<file path="src/hw/rtl/pid_position_controller_defines.svh">
// Assertion macros shared by the controller's RTL files
`ifndef PID_POSITION_CONTROLLER_DEFINES_SVH
`define PID_POSITION_CONTROLLER_DEFINES_SVH

// check that cond implies prop in the same cycle
`define PIDPC_ASSERT_HOLDS(label, clk, rst, cond, prop) \
   label: assert property (@(posedge clk) disable iff (rst) (cond) |-> (prop)) \
      else $error("pidpc: assertion failed");

// check that cond implies prop in the next cycle
`define PIDPC_ASSERT_NEXT(label, clk, rst, cond, prop) \
   label: assert property (@(posedge clk) disable iff (rst) (cond) |=> (prop)) \
      else $error("pidpc: assertion failed");

`endif

</file>
<file path="src/hw/rtl/pidpc_pkg.sv">
// Types, widths and register codes of the PID position controller
package pidpc_pkg;

   localparam int POSITION_FRACTION_BITS = 8;
   localparam int GAIN_FRACTION_BITS     = 24;
   localparam int FRAC_BITS              = POSITION_FRACTION_BITS + GAIN_FRACTION_BITS;

   localparam int POS_WIDTH   = 32;
   localparam int ERR_WIDTH   = POS_WIDTH + 1;
   localparam int DERIV_WIDTH = ERR_WIDTH + 1;
   localparam int INTEG_WIDTH = 48;
   localparam int INTEG_SPLIT = 24;
   localparam int GAIN_WIDTH  = 32;
   localparam int BAND_WIDTH  = 31;
   localparam int LIMIT_WIDTH = 7;
   localparam int DRIVE_WIDTH = 8;
   localparam int DATA_WIDTH  = 32;

   localparam int PROD_P_WIDTH  = ERR_WIDTH + GAIN_WIDTH;
   localparam int PROD_IL_WIDTH = INTEG_SPLIT + 1 + GAIN_WIDTH;
   localparam int PROD_IH_WIDTH = INTEG_WIDTH - INTEG_SPLIT + GAIN_WIDTH;
   localparam int PROD_D_WIDTH  = DERIV_WIDTH + GAIN_WIDTH;
   localparam int SUM_WIDTH     = INTEG_WIDTH + GAIN_WIDTH + 2;

   localparam int CSR_ADDR_WIDTH = 5;
   localparam int CSR_INDEX_LSB  = 2;
   localparam int CSR_INDEX_WIDTH = CSR_ADDR_WIDTH - CSR_INDEX_LSB;

   localparam logic [CSR_INDEX_WIDTH-1:0] CSR_P_GAIN        = 3'd0;
   localparam logic [CSR_INDEX_WIDTH-1:0] CSR_I_GAIN        = 3'd1;
   localparam logic [CSR_INDEX_WIDTH-1:0] CSR_D_GAIN        = 3'd2;
   localparam logic [CSR_INDEX_WIDTH-1:0] CSR_INTEGRAL_BAND = 3'd3;
   localparam logic [CSR_INDEX_WIDTH-1:0] CSR_OUTPUT_LIMIT  = 3'd4;

   localparam logic [BAND_WIDTH-1:0]  BAND_RESET  = 31'd6400;
   localparam logic [LIMIT_WIDTH-1:0] LIMIT_RESET = 7'd127;

   typedef logic signed [POS_WIDTH-1:0]     pos_type;
   typedef logic signed [ERR_WIDTH-1:0]     err_type;
   typedef logic signed [DERIV_WIDTH-1:0]   deriv_type;
   typedef logic signed [INTEG_WIDTH-1:0]   integ_type;
   typedef logic signed [GAIN_WIDTH-1:0]    gain_type;
   typedef logic signed [PROD_P_WIDTH-1:0]  prod_p_type;
   typedef logic signed [PROD_IL_WIDTH-1:0] prod_il_type;
   typedef logic signed [PROD_IH_WIDTH-1:0] prod_ih_type;
   typedef logic signed [PROD_D_WIDTH-1:0]  prod_d_type;
   typedef logic signed [SUM_WIDTH-1:0]     sum_type;
   typedef logic signed [DRIVE_WIDTH-1:0]   drive_type;

   localparam integ_type INTEG_MAX = {1'b0, {(INTEG_WIDTH-1){1'b1}}};
   localparam integ_type INTEG_MIN = {1'b1, {(INTEG_WIDTH-1){1'b0}}};

   typedef struct packed {
      gain_type                p_gain;
      gain_type                i_gain;
      gain_type                d_gain;
      logic [BAND_WIDTH-1:0]   integral_band;
      logic [LIMIT_WIDTH-1:0]  output_limit;
   } cfg_type;

endpackage

</file>
<file path="src/hw/rtl/pidpc_error_stage.sv">
// Request register, error, saturating integral with reset band, derivative
`include "pid_position_controller_defines.svh"

module pidpc_error_stage (
   input  logic                  clock,
   input  logic                  reset,
   input  logic                  req_valid,
   output logic                  req_ready,
   input  pidpc_pkg::pos_type    req_target_position,
   input  pidpc_pkg::pos_type    req_measured_position,
   input  pidpc_pkg::cfg_type    cfg,
   output logic                  out_valid,
   input  logic                  out_ready,
   output pidpc_pkg::err_type    err,
   output pidpc_pkg::integ_type  integ,
   output pidpc_pkg::deriv_type  deriv
);
   import pidpc_pkg::*;

   logic                      in_valid_ff;
   logic                      in_valid_in;
   pos_type                   target_ff;
   pos_type                   measured_ff;
   logic                      valid_ff;
   logic                      valid_in;
   integ_type                 integral_sum_ff;
   integ_type                 integral_sum_in;
   err_type                   previous_error_ff;
   err_type                   previous_error_in;
   deriv_type                 deriv_ff;
   deriv_type                 deriv_in;
   logic                      advance;
   logic                      take;
   err_type                   err_cur;
   logic [ERR_WIDTH-1:0]      err_mag;
   logic signed [INTEG_WIDTH:0] integ_raw;
   integ_type                 integ_sat;
   logic                      clear_integ;

   assign advance   = !valid_ff || out_ready;
   assign req_ready = !in_valid_ff || advance;
   assign take      = in_valid_ff && advance;

   assign err_cur   = ERR_WIDTH'(target_ff) - ERR_WIDTH'(measured_ff);
   assign err_mag   = err_cur[ERR_WIDTH-1] ? ERR_WIDTH'(-err_cur) : err_cur;
   assign integ_raw = (INTEG_WIDTH+1)'(integral_sum_ff) + (INTEG_WIDTH+1)'(err_cur);

   always_comb begin
      priority if (integ_raw[INTEG_WIDTH] != integ_raw[INTEG_WIDTH-1]) begin
         integ_sat = integ_raw[INTEG_WIDTH] ? INTEG_MIN : INTEG_MAX;
      end else begin
         integ_sat = integ_raw[INTEG_WIDTH-1:0];
      end
   end

   assign clear_integ = (err_cur == '0) || (err_mag >= ERR_WIDTH'(cfg.integral_band));

   assign integral_sum_in   = take ? (clear_integ ? '0 : integ_sat) : integral_sum_ff;
   assign previous_error_in = take ? err_cur : previous_error_ff;
   assign deriv_in          = DERIV_WIDTH'(previous_error_ff) - DERIV_WIDTH'(err_cur);
   assign valid_in          = advance ? in_valid_ff : valid_ff;
   assign in_valid_in       = req_ready ? req_valid : in_valid_ff;

   always_ff @(posedge clock) begin
      if (reset) begin
         in_valid_ff       <= 1'b0;
         valid_ff          <= 1'b0;
         integral_sum_ff   <= '0;
         previous_error_ff <= '0;
      end else begin
         in_valid_ff       <= in_valid_in;
         valid_ff          <= valid_in;
         integral_sum_ff   <= integral_sum_in;
         previous_error_ff <= previous_error_in;
      end
   end

   always_ff @(posedge clock) begin
      if (req_valid && req_ready) begin
         target_ff   <= req_target_position;
         measured_ff <= req_measured_position;
      end
      if (take) begin
         deriv_ff <= deriv_in;
      end
   end

   assign out_valid = valid_ff;
   assign err       = previous_error_ff;
   assign integ     = integral_sum_ff;
   assign deriv     = deriv_ff;

   `PIDPC_ASSERT_NEXT(a_zero_error_clears, clock, reset, take && (err_cur == '0), integral_sum_ff == '0)
   `PIDPC_ASSERT_NEXT(a_band_clears, clock, reset, take && (err_mag >= ERR_WIDTH'(cfg.integral_band)), integral_sum_ff == '0)
   `PIDPC_ASSERT_NEXT(a_stall_holds_state, clock, reset, !take, $stable(integral_sum_ff) && $stable(previous_error_ff))

endmodule

</file>
<file path="config.mk">
export PLATFORM = sky130hd
export DESIGN_NAME = pidpc_error_stage
export DESIGN_NICKNAME = d
export VERILOG_FILES = /design/src/hw/rtl/pidpc_pkg.sv /design/src/hw/rtl/pidpc_error_stage.sv
export VERILOG_INCLUDE_DIRS = /design/src /design/src/hw/rtl
export SDC_FILE = /design/constraint.sdc
export NUM_CORES = 1
export LEC_CHECK = 0
export BUFFER_PORTS_ARGS = -buffer_cell sky130_fd_sc_hd__buf_2
export CORE_MARGIN = 3
export CORE_UTILIZATION = 55
export CTS_CLUSTER_DIAMETER = 50
export DETAILED_ROUTE_END_ITERATION = 8
export GPL_ROUTABILITY_DRIVEN = 1
export PLACE_DENSITY = 0.93
export SLEW_MARGIN = 20
export SYNTH_ARGS = -nofsm -noshare
export SYNTH_HDL_FRONTEND = slang
export SYNTH_SLANG_ARGS = --single-unit
</file>
<file path="constraint.sdc">
create_clock -name clock -period 10.41 [get_ports clock]
set_input_delay 0.5205 -clock clock [delete_from_list [all_inputs] [get_ports clock]]
set_output_delay 0.5205 -clock clock [all_outputs]
set_load 0.005 [all_outputs]
</file>
# Word level (Yosys, flattened, before mapping)
# Cells that the tools add are included.
# op_classes
reduce_logical,8
eq_ne,1
addsub,4
muxes,4
order_cmp,1
# ops
operator,count
two-way mux 48 bit,3
adder 48 x 33 -> 49 bit,1
subtractor 33 x 33 -> 34 bit,1
>= comparator 33 x 31 -> 1 bit,1
logical NOT 33 bit,1
two-way mux 33 bit,1
negator 33 bit,1
subtractor 32 x 32 -> 33 bit,1
logical OR 1 bit,3
logical AND 1 bit,2
logical NOT 1 bit,2
inequality test 1 bit,1
# word_totals
output_inout_bits,117
ff_bits,181
wordCells,25
input_bits,202

# Longest topological paths before layout
# logic_depth
depth_word,6
ltp_mapped,31
mapped_depth_nobuf,27

# Least setup slack after synthesis
# Ideal clock, no wire load.
# synth_timing
path_type,reg-to-reg
start,register target_ff[0]
end,"register integral_sum_ff[17], in the netlist integ[17]"
arrival_time_ns,6.163
setup_slack_ns,4.117
required_ns,10.280
path_buffers,5
synth_period_minus_slack_ns,6.293
setup_time_ns,0.130
path_stages_with_launch,30
cell_sequence,edfxtp_1 -> inv_1 -> ha_1 -> inv_1 -> fa_1 -> a211oi_1 -> o211a_1 -> or4b_1 -> nand2_1 -> a211oi_1 -> o21bai_1 -> a21oi_1 -> o31ai_2 -> inv_1 -> clkbuf_1 -> clkbuf_1 -> ha_1 -> clkbuf_1 -> a21o_1 -> a21o_1 -> a21oi_1 -> nand2_1 -> o31ai_1 -> o31ai_1 -> o31ai_1 -> a21oi_1 -> a21oi_1 -> clkbuf_1 -> clkbuf_1 -> o31ai_1
# synth_via
elab_chain_len,6
elab_cells_between_ends,11
cone_classes,add/sub: 3; order compare: 1; eq/ne: 1; mux: 4; reduce/logical: 2
# synth_lines
item,line,text
"start, declared",pidpc_error_stage.sv:22,pos_type target_ff;
"start signal, assigned",pidpc_error_stage.sv:80,target_ff <= req_target_position;
subtractor 32 x 32 -> 33 bit *,pidpc_error_stage.sv:44,assign err_cur = ERR_WIDTH'(target_ff) - ERR_WIDTH'(measured_ff);
named net err_cur[32],pidpc_error_stage.sv:34,err_type err_cur;
negator 33 bit,pidpc_error_stage.sv:45,assign err_mag = err_cur[ERR_WIDTH-1] ? ERR_WIDTH'(-err_cur) : err_cur;
two-way mux 33 bit,pidpc_error_stage.sv:45,
>= comparator 33 x 31 -> 1 bit,pidpc_error_stage.sv:56,assign clear_integ = (err_cur == '0) || (err_mag >= ERR_WIDTH'(cfg.integral_band));
logical OR 1 bit,pidpc_error_stage.sv:56,
two-way mux 48 bit *,pidpc_error_stage.sv:58,assign integral_sum_in = take ? (clear_integ ? '0 : integ_sat) : integral_sum_ff;
"end signal, assigned",pidpc_error_stage.sv:73,integral_sum_ff <= integral_sum_in;
"end, declared",pidpc_error_stage.sv:26,integ_type integral_sum_ff;
# Mark *: on every way through the listed nets, which the timed path passes. The rest lies on a longest branch.
# A chain may end at the register's enable or synchronous reset.

# Final worst setup path
# layout_timing
start,register target_ff[0]
end,"register integral_sum_ff[16], in the netlist integ[16]"
# layout_via
elab_chain_len,6
elab_cells_between_ends,11
cone_classes,add/sub: 3; order compare: 1; eq/ne: 1; mux: 4; reduce/logical: 2
# layout_lines
item,line
subtractor 32 x 32 -> 33 bit *,pidpc_error_stage.sv:44
negator 33 bit,pidpc_error_stage.sv:45
two-way mux 33 bit,pidpc_error_stage.sv:45
>= comparator 33 x 31 -> 1 bit,pidpc_error_stage.sv:56
logical OR 1 bit,pidpc_error_stage.sv:56
two-way mux 48 bit *,pidpc_error_stage.sv:58
# Every way passes the cells marked *; elsewhere a longest branch is shown, timed or not.

==> metrics <==
First DRT Iteration DRCs=1319; CP Launch Type=flip-flop; #FFs+latches synth=181; Num CTS Buffers=17; Finished Cell Area=0.01573 mm^2; Synth Instances=1601; synthesis warning total=0; Die H=164.5 um; mapped cell area=0.01382 mm^2; max_cap viols=0; CP arrival=8070 ps; GP Congestion=0.9640; FILL cells=2016; Port Buffers=215; pin count of the biggest net entering global routing=70; main flop type after synthesis=edfxtp_1; Row Count=57; DR DRC count=0; total power=2.521 mW; top cell type by total area after synthesis=edfxtp_1; area occupied by multi-input gates=0.008529 mm^2; DRT Wirelength=38200 um; TritonCTS Sinks=181; maximum root-to-sink buffer count=2; Post-synth ARST share=0%; Final TNS setup=0 ps; antenna viol nets, final=0; post-cts resize count=0; starting density of the core=56.32%; syn avg cell area=8.630 um^2; register area share after synthesis=33.32%; Commonest cells post-synth=176 x nand2_1, 158 x a21oi_1, 145 x ha_1; worst-margin pin slew=1147 ps; routed len/inst=17.98 um; clk slew on worst S/H paths=80 ps; setup violators final=0; PD cells=160.2 mW/mm^2; post-layout minimum cycle time=7768 ps; Placed Instances=2092; clock skew=13.62 ps; core area=0.02453 mm^2; Post-synth EDFFs=98; area grow syn2layout=13.85%; Cell Count, Final, Fillers Out=2125; area post-placement=0.01517 mm^2; Fmax=0.1287 GHz; CP Class=flip-flop to flip-flop; Synth cell types=86; setup bufs post-CTS=0; CTS Root Cell=clkbuf_16; die area=0.02706 mm^2; Max Slew Vio Count=0; crit end category=flip-flop; top cells by area, synth=edfxtp_1 21%, ha_1 13%, dfxtp_1 12%; leading cell type by number of instances after synthesis=nand2_1; Final nets=2137; peak supply drop=0.0001199 V; first-pass GRT wire length=60060 um; status=completed; RSZ-0062 raised after global routing=false; initial antenna violation count=1; dpl ws=2930 ps; IO Pins=319; worst skew pair latency=450 ps; GRT Overall Usage=27.59%; Final Hold Vio Count=0; vias in the first global route=12120; vias per cell=6.018; CTS Hold Buffers Added=0; Final HPWL DP=29530 um; crit share post-route=74.62%; CTS tree=yes; H-tree Lvls=4; Die W=164.5 um; GRT overflow=0; syn_nets=1951; first-pass iteration count of the detailed router=6; setup ws final=2642 ps; Synth top area share=21.30%; share of cells above drive strength 1=17.11%; Pleak=7.377 nW; Register Area=0.004604 mm^2; DR vias=12789; worst-path fanout max=37; relative slew slack=23.01%; Data required, critical path=10710 ps; Tightest Hold Check Type=primary input to flip-flop
[worst paths after layout]
check                           depth (start not counted)             end  slack [ps]                      from
worst min-delay path                                    1  measured_ff[8]         240  req_measured_position[8]
worst min register to register                          2       integ[13]         480                 integ[13]
worst max-delay path                                   27       integ[16]        2640              target_ff[0]
worst max register to register                         27       integ[16]        2640              target_ff[0]
[per-stage QoR]
step | hold WS, ps | util [%]
3_5_place_dp | 464.4 | 61.82
3_3_place_gp | 462.8 | 61.82
5_1_grt | 232.5 | 64.12
6_report | 242.4 | 64.12
4_1_cts | 237.3 | 64.11
2_1_floorplan | 462.4 | -
[registers in the layout (all words and copies together), names as in the netlist]
signal	count
integ	48
deriv	34
err	33
measured_ff	32
target_ff	32
in_valid_ff	1
out_valid	1
[cells in the final DEF, fill, tap and decap left out, types with 9 or more instances in the layout]
| cell type | Yosys | routed |
|---|---|---|
| o31ai_1 | 37 | 37 |
| xnor2_1 | 84 | 84 |
| ha_1 | 145 | 145 |
| and2_1 | 16 | 15 |
| dfxtp_1 | 83 | 83 |
| nand2_1 | 176 | 176 |
| o31ai_2 | 20 | 20 |
| nand4_1 | 21 | 21 |
| nand3_1 | 27 | 27 |
| o21a_1 | 17 | 17 |
| and3_1 | 10 | 10 |
| a21o_1 | 63 | 63 |
| clkbuf_16 | 0 | 17 |
| nor2_1 | 134 | 133 |
| buf_2 | 14 | 215 |
| a211oi_1 | 26 | 26 |
| nor3_1 | 14 | 14 |
| nand2b_1 | 20 | 20 |
| or3_1 | 9 | 9 |
| o21ai_0 | 76 | 76 |
| o21bai_1 | 12 | 12 |
| edfxtp_1 | 98 | 98 |
| nor2b_1 | 17 | 17 |
| buf_4 | 0 | 13 |
| inv_1 | 119 | 119 |
| xor2_1 | 32 | 31 |
| a21oi_1 | 158 | 157 |
[layer usage]
layer,GRT usage [%],routed length [um]
met1,35.52,15720
met3,5.016,3261
met5,0,0
met4,15.36,2023
met2,43.87,17190
[cell type report]
cell class / instances / share of cell area [%]
Antenna cell: 1 / 0.01591
Clock buffer: 18 / 2.728
Clock inverter: 14 / 0.8352
Inverter: 121 / 2.887
Multi-Input combinational cell: 1238 / 54.22
Sequential cell: 181 / 29.27
Tap cell: 324 / 2.577
Timing Repair Buffer: 228 / 7.461
[worst max-delay path, cell delays in order, from the launching register on]
cell,delay (ps)
edfxtp_1,370
inv_1,60
ha_1,180
inv_1,60
fa_1,430
a211oi_1,360
o211a_1,260
or4b_1,160
nand2_1,90
a211oi_1,420
o21bai_1,140
a21oi_1,270
o31ai_2,80
buf_4,210
inv_1,70
buf_4,400
ha_1,410
a21o_1,190
a21o_1,170
a21oi_1,210
nand2_1,80
o31ai_1,640
o31ai_1,210
o31ai_1,690
a21oi_1,170
a21oi_4,640
buf_4,470
o31ai_1,140
[kinds of logic after synthesis]
family	Yosys count	share of synthesized area, %
compound gates	498	24.40
flops	181	33.32
mux	5	0.3803
fa+ha+maj	148	13.57
xor+xnor	117	7.471
buf+inv	182	5.234
simple gates	470	15.63
[power by group]
group	switching (mW)	internal, mW
sequential	0.0316	0.828
clock	0.317	0.318
combinational	0.622	0.406
(Power assumes the default switching activity.)
