`src/hw/rtl/pid_position_controller_defines.svh`:
```
// Assertion macros shared by the controller's RTL files
`ifndef PID_POSITION_CONTROLLER_DEFINES_SVH
`define PID_POSITION_CONTROLLER_DEFINES_SVH

// check that cond implies prop in the same cycle
`define PIDPC_ASSERT_HOLDS(label, clk, rst, cond, prop) \
   label: assert property (@(posedge clk) disable iff (rst) (cond) |-> (prop)) \
      else $error("pidpc: assertion failed");

// check that cond implies prop in the next cycle
`define PIDPC_ASSERT_NEXT(label, clk, rst, cond, prop) \
   label: assert property (@(posedge clk) disable iff (rst) (cond) |=> (prop)) \
      else $error("pidpc: assertion failed");

`endif

```
`src/hw/rtl/pidpc_pkg.sv`:
```
// Types, widths and register codes of the PID position controller
package pidpc_pkg;

   localparam int POSITION_FRACTION_BITS = 8;
   localparam int GAIN_FRACTION_BITS     = 24;
   localparam int FRAC_BITS              = POSITION_FRACTION_BITS + GAIN_FRACTION_BITS;

   localparam int POS_WIDTH   = 32;
   localparam int ERR_WIDTH   = POS_WIDTH + 1;
   localparam int DERIV_WIDTH = ERR_WIDTH + 1;
   localparam int INTEG_WIDTH = 48;
   localparam int INTEG_SPLIT = 24;
   localparam int GAIN_WIDTH  = 32;
   localparam int BAND_WIDTH  = 31;
   localparam int LIMIT_WIDTH = 7;
   localparam int DRIVE_WIDTH = 8;
   localparam int DATA_WIDTH  = 32;

   localparam int PROD_P_WIDTH  = ERR_WIDTH + GAIN_WIDTH;
   localparam int PROD_IL_WIDTH = INTEG_SPLIT + 1 + GAIN_WIDTH;
   localparam int PROD_IH_WIDTH = INTEG_WIDTH - INTEG_SPLIT + GAIN_WIDTH;
   localparam int PROD_D_WIDTH  = DERIV_WIDTH + GAIN_WIDTH;
   localparam int SUM_WIDTH     = INTEG_WIDTH + GAIN_WIDTH + 2;

   localparam int CSR_ADDR_WIDTH = 5;
   localparam int CSR_INDEX_LSB  = 2;
   localparam int CSR_INDEX_WIDTH = CSR_ADDR_WIDTH - CSR_INDEX_LSB;

   localparam logic [CSR_INDEX_WIDTH-1:0] CSR_P_GAIN        = 3'd0;
   localparam logic [CSR_INDEX_WIDTH-1:0] CSR_I_GAIN        = 3'd1;
   localparam logic [CSR_INDEX_WIDTH-1:0] CSR_D_GAIN        = 3'd2;
   localparam logic [CSR_INDEX_WIDTH-1:0] CSR_INTEGRAL_BAND = 3'd3;
   localparam logic [CSR_INDEX_WIDTH-1:0] CSR_OUTPUT_LIMIT  = 3'd4;

   localparam logic [BAND_WIDTH-1:0]  BAND_RESET  = 31'd6400;
   localparam logic [LIMIT_WIDTH-1:0] LIMIT_RESET = 7'd127;

   typedef logic signed [POS_WIDTH-1:0]     pos_type;
   typedef logic signed [ERR_WIDTH-1:0]     err_type;
   typedef logic signed [DERIV_WIDTH-1:0]   deriv_type;
   typedef logic signed [INTEG_WIDTH-1:0]   integ_type;
   typedef logic signed [GAIN_WIDTH-1:0]    gain_type;
   typedef logic signed [PROD_P_WIDTH-1:0]  prod_p_type;
   typedef logic signed [PROD_IL_WIDTH-1:0] prod_il_type;
   typedef logic signed [PROD_IH_WIDTH-1:0] prod_ih_type;
   typedef logic signed [PROD_D_WIDTH-1:0]  prod_d_type;
   typedef logic signed [SUM_WIDTH-1:0]     sum_type;
   typedef logic signed [DRIVE_WIDTH-1:0]   drive_type;

   localparam integ_type INTEG_MAX = {1'b0, {(INTEG_WIDTH-1){1'b1}}};
   localparam integ_type INTEG_MIN = {1'b1, {(INTEG_WIDTH-1){1'b0}}};

   typedef struct packed {
      gain_type                p_gain;
      gain_type                i_gain;
      gain_type                d_gain;
      logic [BAND_WIDTH-1:0]   integral_band;
      logic [LIMIT_WIDTH-1:0]  output_limit;
   } cfg_type;

endpackage

```
`src/hw/rtl/pidpc_drive_stage.sv`:
```
// Product sum, truncation toward zero, clamp and result register
`include "pid_position_controller_defines.svh"

module pidpc_drive_stage (
   input  logic                    clock,
   input  logic                    reset,
   input  logic                    in_valid,
   output logic                    in_ready,
   input  pidpc_pkg::prod_p_type   prod_p,
   input  pidpc_pkg::prod_il_type  prod_il,
   input  pidpc_pkg::prod_ih_type  prod_ih,
   input  pidpc_pkg::prod_d_type   prod_d,
   input  pidpc_pkg::cfg_type      cfg,
   output logic                    rsp_valid,
   input  logic                    rsp_ready,
   output pidpc_pkg::drive_type    rsp_drive_value
);
   import pidpc_pkg::*;

   localparam sum_type ROUND_BIAS = ~({SUM_WIDTH{1'b1}} << FRAC_BITS);

   logic      sum_valid_ff;
   logic      sum_valid_in;
   sum_type   sum_ff;
   sum_type   sum_in;
   logic      rsp_valid_ff;
   logic      rsp_valid_in;
   drive_type drive_ff;
   drive_type drive_in;
   logic      advance;
   sum_type   bias;
   sum_type   biased;
   sum_type   trunc;
   sum_type   limit_wide;
   sum_type   neg_limit_wide;
   drive_type limit_ext;

   assign advance      = !rsp_valid_ff || rsp_ready;
   assign in_ready     = !sum_valid_ff || advance;
   assign sum_valid_in = in_ready ? in_valid : sum_valid_ff;
   assign rsp_valid_in = advance ? sum_valid_ff : rsp_valid_ff;

   assign sum_in = SUM_WIDTH'(prod_p) + SUM_WIDTH'(prod_d) + SUM_WIDTH'(prod_il)
                 + (SUM_WIDTH'(prod_ih) <<< INTEG_SPLIT);

   assign bias           = sum_ff[SUM_WIDTH-1] ? ROUND_BIAS : '0;
   assign biased         = sum_ff + bias;
   assign trunc          = biased >>> FRAC_BITS;
   assign limit_wide     = {{(SUM_WIDTH-LIMIT_WIDTH){1'b0}}, cfg.output_limit};
   assign neg_limit_wide = -limit_wide;
   assign limit_ext      = {1'b0, cfg.output_limit};

   always_comb begin
      priority if (trunc > limit_wide) begin
         drive_in = limit_ext;
      end else if (trunc < neg_limit_wide) begin
         drive_in = -limit_ext;
      end else begin
         drive_in = trunc[DRIVE_WIDTH-1:0];
      end
   end

   always_ff @(posedge clock) begin
      if (reset) begin
         sum_valid_ff <= 1'b0;
         rsp_valid_ff <= 1'b0;
      end else begin
         sum_valid_ff <= sum_valid_in;
         rsp_valid_ff <= rsp_valid_in;
      end
   end

   always_ff @(posedge clock) begin
      if (in_valid && in_ready) begin
         sum_ff <= sum_in;
      end
      if (sum_valid_ff && advance) begin
         drive_ff <= drive_in;
      end
   end

   assign rsp_valid       = rsp_valid_ff;
   assign rsp_drive_value = drive_ff;

   `PIDPC_ASSERT_HOLDS(a_drive_in_limit, clock, reset, rsp_valid_ff, (drive_ff <= limit_ext) && (drive_ff >= -limit_ext))
   `PIDPC_ASSERT_NEXT(a_sign_kept, clock, reset, sum_valid_ff && advance && !sum_ff[SUM_WIDTH-1], drive_ff >= 0)

endmodule

```
`config.mk`:
```
export PLATFORM = sky130hd
export DESIGN_NAME = pidpc_drive_stage
export DESIGN_NICKNAME = d
export VERILOG_FILES = /design/src/hw/rtl/pidpc_pkg.sv /design/src/hw/rtl/pidpc_drive_stage.sv
export VERILOG_INCLUDE_DIRS = /design/src /design/src/hw/rtl
export SDC_FILE = /design/constraint.sdc
export NUM_CORES = 1
export LEC_CHECK = 0
export BUFFER_PORTS_ARGS = -buffer_cell sky130_fd_sc_hd__buf_2
export CAP_MARGIN = 20
export CELL_PAD_IN_SITES_DETAIL_PLACEMENT = 1
export CELL_PAD_IN_SITES_GLOBAL_PLACEMENT = 1
export CORE_AREA = 2 2 234 213
export CTS_BUF_LIST = sky130_fd_sc_hd__clkbuf_8
export CTS_CLUSTER_DIAMETER = 150
export DETAILED_ROUTE_END_ITERATION = 10
export DIE_AREA = 0 0 236 215
export HOLD_SLACK_MARGIN = 0.15
export PLACE_DENSITY = 0.62
export SYNTH_ARGS = -nofsm -noshare
export SYNTH_HDL_FRONTEND = slang
export SYNTH_SLANG_ARGS = --single-unit
```
`constraint.sdc`:
```
create_clock -name clock -period 6.2 [get_ports clock]
set_input_delay 0.62 -clock clock [delete_from_list [all_inputs] [get_ports clock]]
set_output_delay 0.62 -clock clock [all_outputs]
set_load 0.1 [all_outputs]
```
## Word-level counts from Yosys, hierarchy flattened

Index checks and enable logic that the tools add are counted.

- Bits in read-only memories: 0
- Output and inout port bits: 10
- RAM bits: 0
- Latch bits: 0
- Memories kept: 0
- Flip-flop bits (word level): 92

- $mul: 0
- Mux-type cells: 3
- Eq/ne operators: 0
- Add/sub/neg operators: 6
- Order comparisons: 2
- Div/mod/pow operators: 0
- Bitwise logic cells: 0
- Shift-type cells: 0
- Reductions and logical operators: 6

Operator list:

| operator | count |
|---|---|
| adder 82 x 33 -> 82 bit | 1 |
| less-than comparator 50 x 82 -> 1 bit | 1 |
| negation 7 -> 82 bit | 1 |
| adder 68 x 80 -> 81 bit | 1 |
| adder 67 x 57 -> 68 bit | 1 |
| adder 65 x 66 -> 67 bit | 1 |
| greater-than comparator 50 x 8 -> 1 bit | 1 |
| two-way mux 32 bit | 1 |
| two-way mux 8 bit | 1 |
| negation 7 -> 8 bit | 1 |
| two-way mux 7 bit | 1 |
| logical AND 1 bit | 2 |
| logical NOT 1 bit | 2 |
| logical OR 1 bit | 2 |

## Depth between registers and ports, before layout

Gate-level depths: netlist (run 1).

- Depth after elaboration: 5
- Mapped depth: 23

## Least setup slack after synthesis (run 1)

No wires, ideal clock.

- Path kind: reg-to-reg
- From: register sum_ff[80]
- To: register drive_ff[2], in the netlist rsp_drive_value[2] (data pin)
- Arrival: 5.261 ns
- Cell stages (with the launch flop): 22
- Required time: 5.938 ns
- Setup slack: 0.677 ns
- Path through: edfxtp_1 -> ha_1 -> nand4_1 -> nor3_1 -> a221oi_1 -> and2_1 -> buf_2 -> a21oi_2 -> and2_1 -> xor2_1 -> ha_1 -> a211o_1 -> o221ai_1 -> a21oi_1 -> a2111oi_0 -> o21ai_0 -> o211ai_1 -> o22ai_1 -> a41oi_1 -> clkbuf_1 -> mux2i_1 -> o22ai_1

- Word-level cells in the longest chain between the ends: 4
- Elaborated cells on any way between the ends: 5
- Classes of those cells: add/sub (1); order compare (2); mux (2)

RTL lines:

| item | line | RTL |
|---|---|---|
| from (decl) | pidpc_drive_stage.sv:24 | `sum_type sum_ff;` |
| from (signal assigned) | pidpc_drive_stage.sv:75 | `sum_ff <= sum_in;` |
| adder 82 x 33 -> 82 bit (*) | pidpc_drive_stage.sv:47 | `assign biased = sum_ff + bias;` |
| less-than comparator 50 x 82 -> 1 bit | pidpc_drive_stage.sv:56 | `end else if (trunc < neg_limit_wide) begin` |
| two-way mux 8 bit | pidpc_drive_stage.sv:56 |  |
| two-way mux 7 bit (*) | pidpc_drive_stage.sv:54 | `priority if (trunc > limit_wide) begin` |
| net drive_in[2] | pidpc_drive_stage.sv:29 | `drive_type drive_in;` |
| to (signal assigned) | pidpc_drive_stage.sv:78 | `drive_ff <= drive_in;` |
| to (decl) | pidpc_drive_stage.sv:28 | `drive_type drive_ff;` |

Mark *: on every way through the listed nets, which the timed path passes. The rest lies on a longest branch.
A chain may end at the register's enable or synchronous reset.

## Worst setup path after layout (run 1)

- From: register sum_ff[80]
- To: register drive_ff[4], in the netlist rsp_drive_value[4] (data pin)

The elaborated chain is that of the path after synthesis.

==> qor.yml, run 1 <==
synthCells: 1484
synth.largest_area_cell: "fa_1"
rr_startpoint: "sum_ff[80]"
grt_max_degree: 70
hp-class: "input port to flop"
fmaxAchievable_mhz: 173
fin_skew_ns: 0.00843
drcViolationCount: 0
place_area_mm2: 0.0164
synthFlopType: "edfxtp_1"
die_h_um: 215
detail_route.iter0.violations: 554
grt_pass1_wl_um: 68800
clock_tree.htree_level_count: 3
die_area_mm2: 0.0507
crit_path_required_time_ns: 6.35
finalNetCount: 2452
initial_utilization_pct: 29.6
cts.clk_slew.worst_paths_ns: 0.10
antenna_left: 0
pleak_nw: 7.28
io_pins: 392
yosys_register_bits: 91
p_total_mw: 5.99
ir_worst_vdd_mv: 0.140
antenna_cells: 0
sequential_share_of_the_synthesized_area_pct: 18.9
synth_cell_types: 77
hp-start: "reset"
cts.sinks: 91
timing.max_cap.violations: 0
synth_top_cell_area_share_pct: 19.1
gp_routability_congestion: 0.874
synth-warning-count: 0
syn_area_mm2: 0.0143
tritoncts_clock_tree: "built"
clockBufferDepth: 2
wirelength_um: 41700
worst-slew-pin-transition_ns: 1.01
worstHoldEndpoint: "sum_valid_ff"
post-route-period-util_pct: 93.0
cp-end-kind: "flop"
post-route-cell-area_mm2: 0.0167
grt_antenna_before_repair: 0
final_cell_mix: "buf_2 (264), ha_1 (194), fa_1 (137)"
whs_path_depth: 2
track_usage_pct: 16.6
via_count_of_the_first_global_routing_pass: 13300
dpl_worst_slack_ns: 0.275
timing.final.setup_violations: 0
numCtsBuffers: 9
detailedPlacementHpwl_um: 36100
timing.setup.critical_path_class: "flop to flop"
timing.max_slew.rel_slack_pct: 32.2
fin_ws_ns: 0.435
cp-start-kind: "flop"
timing.critical_path.arrival_ns: 5.92
io_buffer_count: 264
drive_above_1_share_pct: 18.9
status: "finished, final reports clean"
finish.utilization_pct: 34.4
clock_latency_ns: 0.40
layout.cells.non_filler: 2376
post_drt_wl_per_cell_um: 17.6
rsz0062_at_grt: "no"
synth_nets: 2197
power_density_mw_per_mm2: 360
die_width_um: 236
detailedRoute.firstPassIterationCount: 5
r2r_slack_ns: 0.43
reg2reg_depth: 23
clock-root-buffer: "clkbuf_8"
r2r-end: "rsp_drive_value[4]"
placed_cells: 2358
final_layout_fill_cell_count: 5692
hold_viol: 0
final.setup.tns_ns: 0
critPathMaxFanout: 34
post_synth.cell_area_avg_um2: 9.65
finalCriticalPeriod_ns: 5.77
core_region_area_mm2: 0.0485
layout-area-overhead-vs-synth_pct: 16.2
hold-worst-slack_ns: 0.388
via_per_inst: 5.17
final-max-slew-violation-count: 0
final_common_cell: "buf_2"
yosys-top-cells-area: "fa_1 (19%), edfxtp_1 (19%), ha_1 (17%)"
dr_total_vias: 12300
std_cell_rows: 77
post_synth_edffs: 89
async_flop_share_pct: 0
grt.overflow.total: 0
worst max-delay path, cell delays in order, from the launching register on:
cell	delay, ns
edfxtp_1	0.43
buf_12	0.19
ha_1	0.38
nand4_1	0.20
nor3_2	0.28
nand4b_1	0.17
a21oi_1	0.21
buf_4	0.17
o2111a_1	0.29
nand4_1	0.19
and2_1	0.32
nand2b_1	0.20
ha_1	0.29
nand4_1	0.11
nor2_1	0.18
nand3_1	0.12
or4_1	0.56
nor4_2	0.35
a31o_2	0.21
a41oi_1	0.04
buf_4	0.23
nor2_1	0.10
a31oi_1	0.06
o22a_1	0.22
per-layer routing:
layer	routed length, um	track usage [%]
met5	0	0
met4	296	2.12
met2	19000	27.3
met1	21400	24.0
met3	1040	1.66
cell type report:
| cell class | instances | area [um^2] | share of cell area [%] |
|---|---|---|---|
| inverter | 50 | 188 | 1.13 |
| tap | 632 | 791 | 4.75 |
| clock inverter | 7 | 67.6 | 0.406 |
| clock buffer | 9 | 124 | 0.744 |
| sequential | 91 | 2710 | 16.3 |
| multi-input combinational | 1308 | 11300 | 68.0 |
| timing repair buffer | 279 | 1450 | 8.69 |
where the power goes:
group / leakage [nW] / internal [mW] / switching (mW)
logic: 6.29 / 1.73 / 2.52
registers: 0.883 / 1.08 / 0.252
clock network: 0.0993 / 0.156 / 0.252
total: 7.28 / 2.97 / 3.03
worst max path at each step:
| stage | slack [ns] | depth (start not counted) | end | startpoint |
|---|---|---|---|---|
| finish | 0.43 | 23 | rsp_drive_value[4] | sum_ff[80] |
| global route | 0.07 | 23 | rsp_drive_value[3] | sum_ff[80] |
| CTS | 0.25 | 23 | rsp_drive_value[3] | sum_ff[80] |
| detailed placement | 0.27 | 23 | rsp_drive_value[3] | sum_ff[80] |
| global placement | 0.44 | 23 | rsp_drive_value[4] | sum_ff[80] |
| floorplan | 0.68 | 21 | rsp_drive_value[2] | sum_ff[80] |
flip-flops by register name, summed over array words and instances, names as in the netlist:
name	cells
rsp_valid	1
sum_valid_ff	1
sum_ff	81
rsp_drive_value	8
cell usage after synthesis (all sizes together) (7+ instances only):
library cell,instances
a211o,10
a211oi,14
a21o,65
a21oi,131
a31oi,18
and2,14
and3,22
and4,14
buf,7
clkbuf,28
edfxtp,89
fa,137
ha,194
inv,50
nand2,102
nand2b,11
nand3,40
nand4,45
nor2,94
nor2b,21
nor3,19
nor4,8
o211ai,20
o21a,15
o21ai,68
o21bai,17
o22ai,10
or2,9
or3,12
xnor2,82
xor2,37
kinds of logic after synthesis:
logic type      share of synthesized area, %
fa+ha+maj                               36.1
flops                                   18.9
simple gates                            15.3
xor+xnor                                7.28
mux                                    0.367
compound gates                          19.7
buf+inv                                 2.35
timing repair:
item | in CTS | in global routing
gates resized for setup | 0 | 4
hold buffers | 0 | 0
buffers inserted | 0 | 2
setup endpoints to repair | 0 | 8
No activity file was read; power rests on OpenSTA's default activity.
==> inputs of run 2 (changes only) <==
--- a/config.mk
+++ b/config.mk
@@ -15,6 +15,7 @@
 export CTS_CLUSTER_DIAMETER = 150
 export DETAILED_ROUTE_END_ITERATION = 10
 export DIE_AREA = 0 0 236 215
+export GPL_TIMING_DRIVEN = 0
 export HOLD_SLACK_MARGIN = 0.15
 export PLACE_DENSITY = 0.62
 export SYNTH_ARGS = -nofsm -noshare
==> run 2 against run 1 <==
Final cell count rose by 1.1%; setup slack got worse by 0.098 ns; hold slack improved by 0.0060 ns; critical path type unchanged; highest routed layer unchanged.
==> qor.yml, run 2 (synthesis gave the netlist of run 1 again) <==
switching_share_pct: 50.3  # -0.17 points
post_cts_hold_buffer_count: 0  # unchanged
antenna_left: 0  # unchanged
critPathMaxStageDelay_ns: 0.57  # about the same
grt_antenna_before_repair: 0  # unchanged
finalCriticalPeriod_ns: 5.86  # +0.0980 ns
worst_path_most_repeated_cell: "nand4_1"
r2r_slack_ns: 0.34  # -0.10 ns
grt_pass1_wl_um: 68800  # about the same
via_per_inst: 5.17  # +0.13%
cp-start-kind: "flop"
intPower_mw: 2.99  # +0.95%
detail_route.iter0.violations: 582  # +5.1%
core_region_area_mm2: 0.0485  # unchanged
final_layout_fill_cell_count: 5694  # +0.035%
clock_tree.htree_level_count: 3  # unchanged
cts.sinks: 91  # unchanged
final_cell_mix: "buf_2 (269), ha_1 (194), fa_1 (137)"
timing.critical_path.slowest_stage_cell: "or4_1"
io_pins: 392  # unchanged
dpl_worst_slack_ns: -1.06  # -1.34 ns
critPathMaxFanout: 16  # -53%
power.sequential.fraction_pct: 22.3  # about the same
post_drt_wl_per_cell_um: 17.3  # -1.3%
hold-worst-slack_ns: 0.394  # +0.00597 ns
grt.overflow.total: 0  # unchanged
detailedRoute.firstPassIterationCount: 5  # unchanged
comb_power_share_pct: 70.7  # -0.2 points
cts.clk_slew.worst_paths_ns: 0.10  # about the same
post-route-period-util_pct: 94.6  # +1.6 points
die_area_mm2: 0.0507  # unchanged
worst-slew-pin-transition_ns: 0.939  # -0.0700 ns
largest_register_ffs: 81  # unchanged
numCtsBuffers: 9  # unchanged
die_width_um: 236  # unchanged
grt_max_degree: 75  # +7.1%
final-max-slew-violation-count: 0  # unchanged
die_h_um: 215  # unchanged
track_usage_pct: 16.5  # -0.046 points
dr_total_vias: 12400  # +1.2%
layout-area-overhead-vs-synth_pct: 17.4
timing.final.setup_violations: 0  # unchanged
post-route-cell-area_mm2: 0.0168  # +1.0%
clockBufferDepth: 2  # unchanged
fmaxAchievable_mhz: 171  # -1.7%
p_total_mw: 6.03  # +0.61%
tritoncts_clock_tree: "built"
timing.critical_path.arrival_ns: 6.00  # +0.08 ns
crit_path_cell_trace: "buf_8 > ha_1 > nand4_1 > nor3_4 > nand4b_1 > a21oi_4 > o2111a_2 > nand4_1 > and2_2 > nand2b_1 > ha_1 > nand4_1 > nor2_1 > nand3_1 > or4_1 > nor4_2 > a31o_2 > a41oi_2 > buf_4 > nor2_1 > a31oi_1 > o22a_1"
timing.max_cap.violations: 0  # unchanged
ir_worst_vdd_mv: 0.129  # -7.9%
hold_viol: 0  # unchanged
pleak_nw: 7.33  # +0.69%
largest-register: "sum_ff"
std_cell_rows: 77  # unchanged
antenna_cells: 0  # unchanged
wirelength_um: 41600  # -0.25%
cp-end-kind: "flop"
drcViolationCount: 0  # unchanged
detailedPlacementHpwl_um: 36100  # +0.23%
hp-class: "input port to flop"
final_common_cell: "buf_2"
drive_above_1_share_pct: 19.1  # +0.17 points
finish.utilization_pct: 34.7  # +0.35 points
clock_latency_ns: 0.40  # about the same
fin_ws_ns: 0.337  # -0.0980 ns
via_count_of_the_first_global_routing_pass: 13400  # +0.90%
crit_path_required_time_ns: 6.34  # about the same
power_density_mw_per_mm2: 358  # -0.39%
p_sw_mw: 3.04  # +0.27%
pwr-share-clk_pct: 7.0  # +0.2 points
fin_skew_ns: 0.0140  # +0.00557 ns
status: "finished, final reports clean"
clock-root-buffer: "clkbuf_8"
gp_routability_congestion: 0.869  # -0.60%
timing.setup.critical_path_class: "flop to flop"
timing.max_slew.rel_slack_pct: 36.9  # +4.7 points
initial_utilization_pct: 29.6  # unchanged
finalNetCount: 2479  # +1.1%
place_area_mm2: 0.0165  # +0.50%
io_buffer_count: 263  # -0.38%
[run 2: cell types whose count changed in the layout (fill, tap and decap cells not counted), sizes merged]
cell / delta
clkbuf: +27
clkinv: -2
clkinvlp: +2
inv: -2
bufinv: +1
[run 2: metal layers]
metal | track usage [%] | part of all wire [%] | vias to the layer above
li1 | - | - | 6104
met3 | 1.80 | 2.9 | 21
met1 | 23.6 | 51 | 6127
met5 | 0 | 0 | -
met4 | 2.42 | 0.90 | 0
met2 | 27.3 | 45 | 177
[run 2: area by class of cell]
cell class              instances  area [um^2]  area share (%)
plain buffers                  35          150           0.893
well taps                     632          791            4.70
flip-flops and latches         91         2710            16.1
repair buffers                271         1410            8.37
clock buffers                   9          124           0.737
clock inverters                 6         73.8           0.439
inverters                      50          188            1.12
multi-input cells            1308        11400            67.6
[run 2: power by group through the flow]
stage / logic (mW) / clock network [mW] / registers, mW
2_1_floorplan: 2.96 / 0 / 1.35
3_3_place_gp: 4.05 / 0 / 1.38
3_5_place_dp: 4.19 / 0 / 1.37
4_1_cts: 4.27 / 0.440 / 1.34
5_1_grt: 4.83 / 0.462 / 1.38
6_report: 4.27 / 0.422 / 1.34
[run 2: timing repair]
item	4_1_cts	5_1_grt
setup endpoints to repair	8	8
gates cloned	0	0
pin swaps	1	2
resized for setup	7	14
buffers inserted	2	2
[run 2: worst paths after layout]
check	from	endpoint	cells past startpoint
worst min register to register	sum_valid_ff	rsp_valid	2
worst min-delay path	reset	sum_valid_ff	2
worst max register to register	sum_ff[80]	rsp_drive_value[4]	22
worst max-delay path	sum_ff[80]	rsp_drive_value[4]	22
[run 2: per-stage QoR]
stage               instances  setup TNS (ns)
floorplan                1484               0
global placement         2379           -7.51
detailed placement       2383           -7.37
CTS                      2400               0
global route             2402         -0.0196
finish                   2402               0
[run 2: worst max-delay path: cells and delay by family (launching register included)]
| family | cells | cell delay (ns) |
|---|---|---|
| and+or+nand+nor | 12 | 2.80 |
| buffers and inverters | 2 | 0.43 |
| AOI/OAI and AO/OA | 6 | 1.20 |
| adders and majority gates | 2 | 0.65 |
| DFF | 1 | 0.53 |
